<file path="config.mk">
export PLATFORM = sky130hd
export DESIGN_NAME = byte_diff_span_summarizer
export DESIGN_NICKNAME = d
export VERILOG_FILES = /design/src/design/bdss_pkg.sv /design/src/design/bdss_core.sv /design/src/design/bdss_out_fifo.sv /design/src/design/byte_diff_span_summarizer.sv
export VERILOG_INCLUDE_DIRS = /design/src /design/src/design
export SDC_FILE = /design/constraint.sdc
export NUM_CORES = 2
export LEC_CHECK = 0
export BUFFER_PORTS_ARGS = -buffer_cell sky130_fd_sc_hd__clkbuf_2
export CAP_MARGIN = 20
export CORE_MARGIN = 2
export CORE_UTILIZATION = 55
export DETAILED_ROUTE_END_ITERATION = 8
export GPL_ROUTABILITY_DRIVEN = 0
export GPL_TIMING_DRIVEN = 0
export PLACE_DENSITY = 0.73
export SLEW_MARGIN = 20
export SYNTH_ARGS = -nofsm -noshare
export SYNTH_HDL_FRONTEND = slang
export SYNTH_SLANG_ARGS = --single-unit
</file>
<file path="constraint.sdc">
create_clock -name clk -period 9.5 [get_ports clk]
set_input_delay 0.95 -clock clk [delete_from_list [all_inputs] [get_ports clk]]
set_output_delay 0.95 -clock clk [all_outputs]
set_load 0.01 [all_outputs]
</file>
<file path="src/design/byte_diff_span_summarizer_defines.svh">
// Assertion macros shared by the byte difference span summarizer modules
`ifndef BYTE_DIFF_SPAN_SUMMARIZER_DEFINES_SVH
`define BYTE_DIFF_SPAN_SUMMARIZER_DEFINES_SVH

// check cons in the same cycle as ante
`define BDSS_ASSERT_NOW(label, ante, cons, msg) \
    label: assert property (@(posedge clk) disable iff (!rst_n) (ante) |-> (cons)) \
        else $error(msg);

// check cons in the cycle after ante
`define BDSS_ASSERT_NEXT(label, ante, cons, msg) \
    label: assert property (@(posedge clk) disable iff (!rst_n) (ante) |=> (cons)) \
        else $error(msg);

`endif

</file>
<file path="src/design/bdss_pkg.sv">
// Shared types and constants of the byte difference span summarizer
`default_nettype none

package bdss_pkg;

    localparam logic [63:0] FNV_BASIS = 64'hCBF2_9CE4_8422_2325;

    localparam logic REC_SPAN    = 1'b0;
    localparam logic REC_SUMMARY = 1'b1;

    typedef struct packed {
        logic        record_kind;
        logic [15:0] span_offset;
        logic [16:0] span_length;
        logic [63:0] before_digest;
        logic [63:0] after_digest;
        logic [16:0] changed_total;
        logic [4:0]  spans_kept;
        logic        spans_dropped;
        logic [16:0] block_length;
        logic        run_end;
    } bdss_rec_t;

    typedef struct packed {
        logic span;
        logic summary;
    } bdss_push_t;

endpackage

`default_nettype wire

</file>
<file path="src/design/bdss_core.sv">
// Digest, difference counting and span tracking for one byte pair per cycle in which fire is high
`default_nettype none
`include "byte_diff_span_summarizer_defines.svh"

module bdss_core
    import bdss_pkg::*;
#(
    parameter int MAX_SPANS       = 16,
    parameter int MAX_BLOCK_BYTES = 65536
)
(
    input  wire logic       clk,
    input  wire logic       rst_n,
    input  wire logic       fire,
    input  wire logic [7:0] before_byte,
    input  wire logic [7:0] after_byte,
    input  wire logic       final_pair,
    output bdss_push_t      push,
    output bdss_rec_t       span_rec,
    output bdss_rec_t       sum_rec
);

    localparam int POS_W = $clog2(MAX_BLOCK_BYTES + 1);
    localparam int SC_W  = $clog2(MAX_SPANS + 1);
    localparam logic [POS_W-1:0] LAST_POS = POS_W'(MAX_BLOCK_BYTES - 1);
    localparam logic [SC_W-1:0]  MAX_SC   = SC_W'(MAX_SPANS);

    function automatic logic [63:0] fnv_step(input logic [63:0] acc, input logic [7:0] data);
        logic [63:0] x;
        x = acc ^ {56'd0, data};
        return (x << 40) + (x << 8) + (x << 7) + (x << 5) + (x << 4) + (x << 1) + x;
    endfunction

    logic [63:0]      before_hash_reg;
    logic [63:0]      after_hash_reg;
    logic [POS_W-1:0] position_reg;
    logic [POS_W-1:0] changed_reg;
    logic [SC_W-1:0]  span_cnt_reg;
    logic             trunc_reg;
    logic             in_run_reg;
    logic [POS_W-1:0] run_start_reg;

    logic             diff;
    logic             last;
    logic             close_run;
    logic             room;
    logic             kept;
    logic [POS_W-1:0] here1;
    logic [POS_W-1:0] run_start_next;
    logic [POS_W-1:0] span_end;
    logic [POS_W-1:0] span_len;
    logic [POS_W-1:0] changed_next;
    logic [SC_W-1:0]  span_cnt_next;
    logic             trunc_next;
    logic [63:0]      before_hash_next;
    logic [63:0]      after_hash_next;
    logic [31:0]      start_w;
    logic [31:0]      len_w;
    logic [31:0]      changed_w;
    logic [31:0]      blk_w;
    logic [31:0]      sc_w;

    always_comb
    begin
        diff             = before_byte != after_byte;
        last             = final_pair || (position_reg == LAST_POS);
        close_run        = (in_run_reg && !diff) || (last && diff);
        room             = span_cnt_reg < MAX_SC;
        kept             = close_run && room;
        here1            = position_reg + POS_W'(1);
        run_start_next   = (diff && !in_run_reg) ? position_reg : run_start_reg;
        span_end         = diff ? here1 : position_reg;
        span_len         = span_end - run_start_next;
        changed_next     = changed_reg + POS_W'(diff);
        span_cnt_next    = span_cnt_reg + SC_W'(kept);
        trunc_next       = trunc_reg | (close_run & !room);
        before_hash_next = fnv_step(before_hash_reg, before_byte);
        after_hash_next  = fnv_step(after_hash_reg, after_byte);
        start_w          = 32'(run_start_next);
        len_w            = 32'(span_len);
        changed_w        = 32'(changed_next);
        blk_w            = 32'(here1);
        sc_w             = 32'(span_cnt_next);
    end

    always_comb
    begin
        push.span    = fire && kept;
        push.summary = fire && last;

        span_rec               = '0;
        span_rec.record_kind   = REC_SPAN;
        span_rec.span_offset   = start_w[15:0];
        span_rec.span_length   = len_w[16:0];
        span_rec.run_end       = !last;

        sum_rec                = '0;
        sum_rec.record_kind    = REC_SUMMARY;
        sum_rec.before_digest  = before_hash_next;
        sum_rec.after_digest   = after_hash_next;
        sum_rec.changed_total  = changed_w[16:0];
        sum_rec.spans_kept     = sc_w[4:0];
        sum_rec.spans_dropped  = trunc_next;
        sum_rec.block_length   = blk_w[16:0];
        sum_rec.run_end        = 1'b1;
    end

    always_ff @(posedge clk or negedge rst_n)
    begin
        if (!rst_n)
        begin
            before_hash_reg <= FNV_BASIS;
            after_hash_reg  <= FNV_BASIS;
            position_reg    <= '0;
            changed_reg     <= '0;
            span_cnt_reg    <= '0;
            trunc_reg       <= 1'b0;
            in_run_reg      <= 1'b0;
            run_start_reg   <= '0;
        end
        else if (fire)
        begin
            if (last)
            begin
                before_hash_reg <= FNV_BASIS;
                after_hash_reg  <= FNV_BASIS;
                position_reg    <= '0;
                changed_reg     <= '0;
                span_cnt_reg    <= '0;
                trunc_reg       <= 1'b0;
                in_run_reg      <= 1'b0;
                run_start_reg   <= '0;
            end
            else
            begin
                before_hash_reg <= before_hash_next;
                after_hash_reg  <= after_hash_next;
                position_reg    <= here1;
                changed_reg     <= changed_next;
                span_cnt_reg    <= span_cnt_next;
                trunc_reg       <= trunc_next;
                in_run_reg      <= diff;
                run_start_reg   <= run_start_next;
            end
        end
    end

    `BDSS_ASSERT_NOW(a_span_cnt_bound, 1'b1, span_cnt_reg <= MAX_SC, "span count above capacity")
    `BDSS_ASSERT_NEXT(a_pos_advance, fire && !last, position_reg == $past(position_reg) + POS_W'(1), "position did not advance")
    `BDSS_ASSERT_NEXT(a_block_restart, fire && last, position_reg == '0 && !in_run_reg, "block state not cleared after last pair")

endmodule

`default_nettype wire

</file>
<file path="src/design/bdss_out_fifo.sv">
// Four-entry result queue that takes up to two records per cycle
`default_nettype none
`include "byte_diff_span_summarizer_defines.svh"

module bdss_out_fifo
    import bdss_pkg::*;
(
    input  wire logic       clk,
    input  wire logic       rst_n,
    input  wire bdss_push_t push,
    input  wire bdss_rec_t  span_rec,
    input  wire bdss_rec_t  sum_rec,
    output logic            room,
    output logic            out_valid,
    input  wire logic       out_ready,
    output bdss_rec_t       head
);

    localparam int DEPTH = 4;
    localparam int PTR_W = $clog2(DEPTH);
    localparam int CNT_W = $clog2(DEPTH + 1);

    bdss_rec_t        mem [DEPTH];
    logic [PTR_W-1:0] wr_ptr_reg;
    logic [PTR_W-1:0] rd_ptr_reg;
    logic [CNT_W-1:0] count_reg;
    logic [CNT_W-1:0] count_next;
    logic [CNT_W-1:0] push_n;
    logic [PTR_W-1:0] sum_ptr;
    logic             pop;

    always_comb
    begin
        push_n     = CNT_W'(push.span) + CNT_W'(push.summary);
        pop        = out_valid && out_ready;
        count_next = count_reg + push_n - CNT_W'(pop);
        sum_ptr    = wr_ptr_reg + PTR_W'(push.span);
        room       = count_reg <= CNT_W'(DEPTH - 2);
        out_valid  = count_reg != '0;
        head       = mem[rd_ptr_reg];
    end

    always_ff @(posedge clk)
    begin
        if (push.span)
        begin
            mem[wr_ptr_reg] <= span_rec;
        end
        if (push.summary)
        begin
            mem[sum_ptr] <= sum_rec;
        end
    end

    always_ff @(posedge clk or negedge rst_n)
    begin
        if (!rst_n)
        begin
            wr_ptr_reg <= '0;
            rd_ptr_reg <= '0;
            count_reg  <= '0;
        end
        else
        begin
            wr_ptr_reg <= wr_ptr_reg + PTR_W'(push_n);
            rd_ptr_reg <= rd_ptr_reg + PTR_W'(pop);
            count_reg  <= count_next;
        end
    end

    `BDSS_ASSERT_NOW(a_no_overflow, push_n != '0, ({1'b0, count_reg} + {1'b0, push_n}) <= (CNT_W + 1)'(DEPTH), "result queue overflow")
    `BDSS_ASSERT_NOW(a_span_then_summary, push.span && push.summary, !span_rec.run_end && sum_rec.run_end, "span record must precede summary")
    `BDSS_ASSERT_NEXT(a_head_hold, out_valid && !out_ready, out_valid && $stable(head), "head record changed while waiting")

endmodule

`default_nettype wire

</file>
<file path="src/design/byte_diff_span_summarizer.sv">
// Top level of the byte difference span summarizer
//
// Takes one before/after byte pair per cycle while in_ready is high and keeps
// FNV-1a 64 digests of both streams, a count of differing positions and the runs
// of differing bytes. A span record leaves when a run closes (at most MAX_SPANS
// per block, later ones only set the dropped flag); the last pair of a block, or
// the pair at position MAX_BLOCK_BYTES-1, also yields a summary record, after which
// a new block starts. An accepted pair is held in the input register until the
// queue has room, then the digest and span logic writes its zero, one or two
// records into a four-entry result queue, from which records are presented in
// order. Pairs go in at one per cycle while the queue has two free entries; the
// output side moves one record per cycle while out_ready is high, so a pair that
// ends both a run and the block yields two records, and sustained input rate is
// then set by how fast records are taken.
`default_nettype none

module byte_diff_span_summarizer
    import bdss_pkg::*;
#(
    parameter int MAX_SPANS       = 16,
    parameter int MAX_BLOCK_BYTES = 65536
)
(
    input  wire logic        clk,
    input  wire logic        rst_n,
    input  wire logic        in_valid,
    output logic             in_ready,
    input  wire logic [7:0]  before_byte,
    input  wire logic [7:0]  after_byte,
    input  wire logic        final_pair,
    output logic             out_valid,
    input  wire logic        out_ready,
    output logic             record_kind,
    output logic [15:0]      span_offset,
    output logic [16:0]      span_length,
    output logic [63:0]      before_digest,
    output logic [63:0]      after_digest,
    output logic [16:0]      changed_total,
    output logic [4:0]       spans_kept,
    output logic             spans_dropped,
    output logic [16:0]      block_length,
    output logic             run_end
);

    logic       s1_valid_reg;
    logic [7:0] s1_before_reg;
    logic [7:0] s1_after_reg;
    logic       s1_final_reg;
    logic       room;
    logic       fire;
    logic       in_take;
    bdss_push_t push;
    bdss_rec_t  span_rec;
    bdss_rec_t  sum_rec;
    bdss_rec_t  head;

    assign fire     = s1_valid_reg && room;
    assign in_ready = !s1_valid_reg || fire;
    assign in_take  = in_valid && in_ready;

    always_ff @(posedge clk or negedge rst_n)
    begin
        if (!rst_n)
        begin
            s1_valid_reg <= 1'b0;
        end
        else if (in_take)
        begin
            s1_valid_reg <= 1'b1;
        end
        else if (fire)
        begin
            s1_valid_reg <= 1'b0;
        end
    end

    always_ff @(posedge clk)
    begin
        if (in_take)
        begin
            s1_before_reg <= before_byte;
            s1_after_reg  <= after_byte;
            s1_final_reg  <= final_pair;
        end
    end

    bdss_core #(
        .MAX_SPANS       (MAX_SPANS),
        .MAX_BLOCK_BYTES (MAX_BLOCK_BYTES)
    ) u_core (
        .clk         (clk),
        .rst_n       (rst_n),
        .fire        (fire),
        .before_byte (s1_before_reg),
        .after_byte  (s1_after_reg),
        .final_pair  (s1_final_reg),
        .push        (push),
        .span_rec    (span_rec),
        .sum_rec     (sum_rec)
    );

    bdss_out_fifo u_out_fifo (
        .clk       (clk),
        .rst_n     (rst_n),
        .push      (push),
        .span_rec  (span_rec),
        .sum_rec   (sum_rec),
        .room      (room),
        .out_valid (out_valid),
        .out_ready (out_ready),
        .head      (head)
    );

    assign record_kind   = head.record_kind;
    assign span_offset   = head.span_offset;
    assign span_length   = head.span_length;
    assign before_digest = head.before_digest;
    assign after_digest  = head.after_digest;
    assign changed_total = head.changed_total;
    assign spans_kept    = head.spans_kept;
    assign spans_dropped = head.spans_dropped;
    assign block_length  = head.block_length;
    assign run_end       = head.run_end;

endmodule

`default_nettype wire
</file>
==> flow_summary.toml <==
[clocking]
clock-sinks = 1023
htree_levels = 3
cts_buffer_depth = 3
root_buffer = "clkbuf_16"
clk_pin_slew_ns = 0.07
numCtsBuffers = 107
post_cts_buffers = 0
ctsResizeCount = 0
cts-hold-fix-buffers = 0
clk_latency_ns = 0.78
cts_tree = "yes"

[grt]
grt_usage_pct = 29.4
grt_max_degree = 85
grt-ovfl-total = 0
grt_first_pass_wirelength_um = 263000
grt_pass1_vias = 44673
antenna_found_initial = 5

[placement]
dp_hpwl_um = 127000
io_buffers = 225

[yosys]
synth_warnings = 0
synth_top_flop_cell = "edfxtp_1"
ys_seq_area_share_pct = 44.7
synth_cell_types = 88
ys_ff_latch = 1023
netlist_area_mm2 = 0.0635
yosysTopAreaCell = "edfxtp_1"
synth_edf_count = 689
synth_area_per_cell_um2 = 11.5
async_reset_ff_share_pct = 19.0
synth_simple_gate_area_share_pct = 9.52
yosys-top-cells-area = "edfxtp_1 33%, fa_1 15%, mux4_2 7.2%"
synth_top_family_by_area = "adder cells"
synth.top_cell.area_share_pct = 32.6
netlist_instances = 5524
synth_mux_area_share_pct = 7.47
synthXorXnorAreaFrac_pct = 3.55
synth_compound_area_share_pct = 8.17
syn_nets = 6268
synth-adder-area-share_pct = 20.1

[setup_path]
critPathKind = "reg -> reg"
crit_fanout = 46
cp-end-kind = "flip-flop"
critPathRequiredTime_ns = 9.89
cp-start-kind = "flip-flop"
critical_path_arrival_ns = 8.43
ff2ff_setup_slack_ns = 1.46

[sta]
skew_ns = 0.111
drv_slew = 0
hold_viol_final = 0
worstMarginPinSlew_ns = 1.22
rsz0062_at_grt = "false"
min_period_over_period_pct = 84.6
post-route-min-period_ns = 8.04
holdWs_ns = 0.165
slew_headroom_pct = 18.7
setup_viol = 0
max_freq_ghz = 0.124

[die]
dieArea_mm2 = 0.118
fp.dieW_um = 344
ioPinCount = 226
core.rowCount = 124
core_mm2 = 0.115
die_h_um = 344
start_util_pct = 55.5

[cells_and_area]
fill_cells = 8957
nNetsFinal = 6621
multi_input_area_mm2 = 0.0311
regArea_mm2 = 0.0284
drive_gt1_share_pct = 12.7
diodes = 0
largest_register_ffs = 812
syn_to_final_growth_pct = 11.5

[drt]
drt_iter0_drc = 3746
ant_nets = 0
wirelength_um = 171000
post-route-drc-count = 0
viasPerCell = 5.84
drt_pass1_iterations = 5
wl_per_cell_um = 22.8
vias = 43721

[run_status]
status = "completed"

[flow_run]
maxCapViolCount = 0

[hold_path]
hold_class = "in -> async"
path summary, 6_finish.rpt:
kind,start,endpoint,cells after the start
min in group clk,after_byte[5],s1_after_reg[5],1
worst max register to register,u_core.position_reg[1],u_out_fifo.mem[0][57],27
max in group asynchronous,rst_n,u_core.position_reg[6],3
worst min-delay path,rst_n,u_core.after_hash_reg[27],1
worst min register to register,u_out_fifo.mem[1][202],u_out_fifo.mem[1][202],2
worst max-delay path,u_core.position_reg[1],u_out_fifo.mem[0][57],27
synthesized netlist by cell type (8+ instances only):
| cell | number |
|---|---|
| inv_1 | 792 |
| nor2_1 | 757 |
| edfxtp_1 | 689 |
| fa_1 | 482 |
| nand2_1 | 332 |
| ha_1 | 241 |
| a21oi_1 | 213 |
| clkbuf_1 | 210 |
| mux4_2 | 203 |
| o21ai_0 | 165 |
| xnor2_1 | 160 |
| dfxtp_1 | 140 |
| dfrtp_1 | 138 |
| xor2_1 | 92 |
| and2_1 | 87 |
| a211oi_1 | 79 |
| a21o_1 | 79 |
| nand3_1 | 63 |
| o22ai_1 | 62 |
| dfstp_2 | 56 |
| buf_1 | 46 |
| a22oi_1 | 45 |
| and3_1 | 40 |
| nor3_1 | 30 |
| nand4_1 | 29 |
| o21bai_1 | 25 |
| buf_2 | 20 |
| nand2b_1 | 19 |
| o21a_1 | 18 |
| mux2i_1 | 16 |
| a31oi_1 | 13 |
| o211ai_1 | 13 |
| a211o_1 | 12 |
| maj3_1 | 12 |
| nor2b_1 | 12 |
| nor4_1 | 12 |
| o21ai_1 | 11 |
| o31ai_1 | 10 |
| or3_1 | 9 |
| a2111oi_0 | 8 |
| a31o_2 | 8 |
layer usage:
layer | vias to the layer above | part of all wire, % | track usage (%)
met2 | 1868 | 48 | 48.1
met5 | - | 0.016 | 0
li1 | 19395 | - | -
met3 | 328 | 8.9 | 6.44
met1 | 22126 | 39 | 39.3
met4 | 4 | 3.4 | 9.67
worst max-delay path, stage by stage, from the launching register on:
cell and delay [ns]:
dfrtp_1 0.44, ha_1 0.28, and3_1 0.17, buf_2 0.16
and3_1 0.17, buf_2 0.15, and3_1 0.16, clkbuf_1 0.21
and3_1 0.19, buf_2 0.15, and3_1 0.16, buf_2 0.16
and3_1 0.16, buf_2 0.16, and3_1 0.19, ha_1 0.17
nor2_1 0.07, nand2_1 0.08, o21ai_1 0.21, nor3_1 0.68
ha_1 0.33, xnor2_1 0.14, nand2_1 0.21, clkbuf_1 0.68
buf_1 0.80, nand2_4 0.61, buf_16 0.40, buf_16 0.25
cell type report:
class	count	area share [%]
multi-input cells	3429	43.9
flip-flops and latches	1023	40.1
clock buffers	140	4.22
inverters	792	4.20
well taps	1512	2.67
repair buffers	244	2.24
plain buffers	280	1.57
clock inverters	63	1.06
stage by stage:
step	setup WS (ns)	area (um^2)	std cells	utilization, %	setup TNS, ns
final	1.46	70800	7483	61.8	0
after global routing	1.11	70800	7483	61.8	0
after CTS	1.65	70800	7481	61.8	0
after detailed placement	1.78	67000	7278	58.5	0
after global placement	-3.98	66500	7261	58.1	-2535.55
after floorplan	0.929	63500	5524	-	0
kinds of logic (layout without fill, tap and decap cells):
family	count (synthesis)	after routing
fa+ha+maj	735	735
mux	220	220
flops	1023	1023
simple gates	1411	1411
buf+inv	1072	1519
compound gates	808	808
xor+xnor	255	255
placed cells by master (no fill, tap or decap), types with 62 or more instances in the layout:
cell / count
inv_1: 792
nor2_1: 757
edfxtp_1: 689
fa_1: 482
nand2_1: 328
ha_1: 241
clkbuf_2: 234
clkbuf_1: 221
a21oi_1: 213
mux4_2: 203
o21ai_0: 164
xnor2_1: 159
dfxtp_1: 140
dfrtp_1: 138
clkbuf_16: 110
xor2_1: 88
and2_1: 87
a21o_1: 79
a211oi_1: 79
nand3_1: 63
o22ai_1: 62
Power is left out: the tool's default activity adds up to more than one toggle a clock period on the data nets, which glitch-free logic cannot reach.
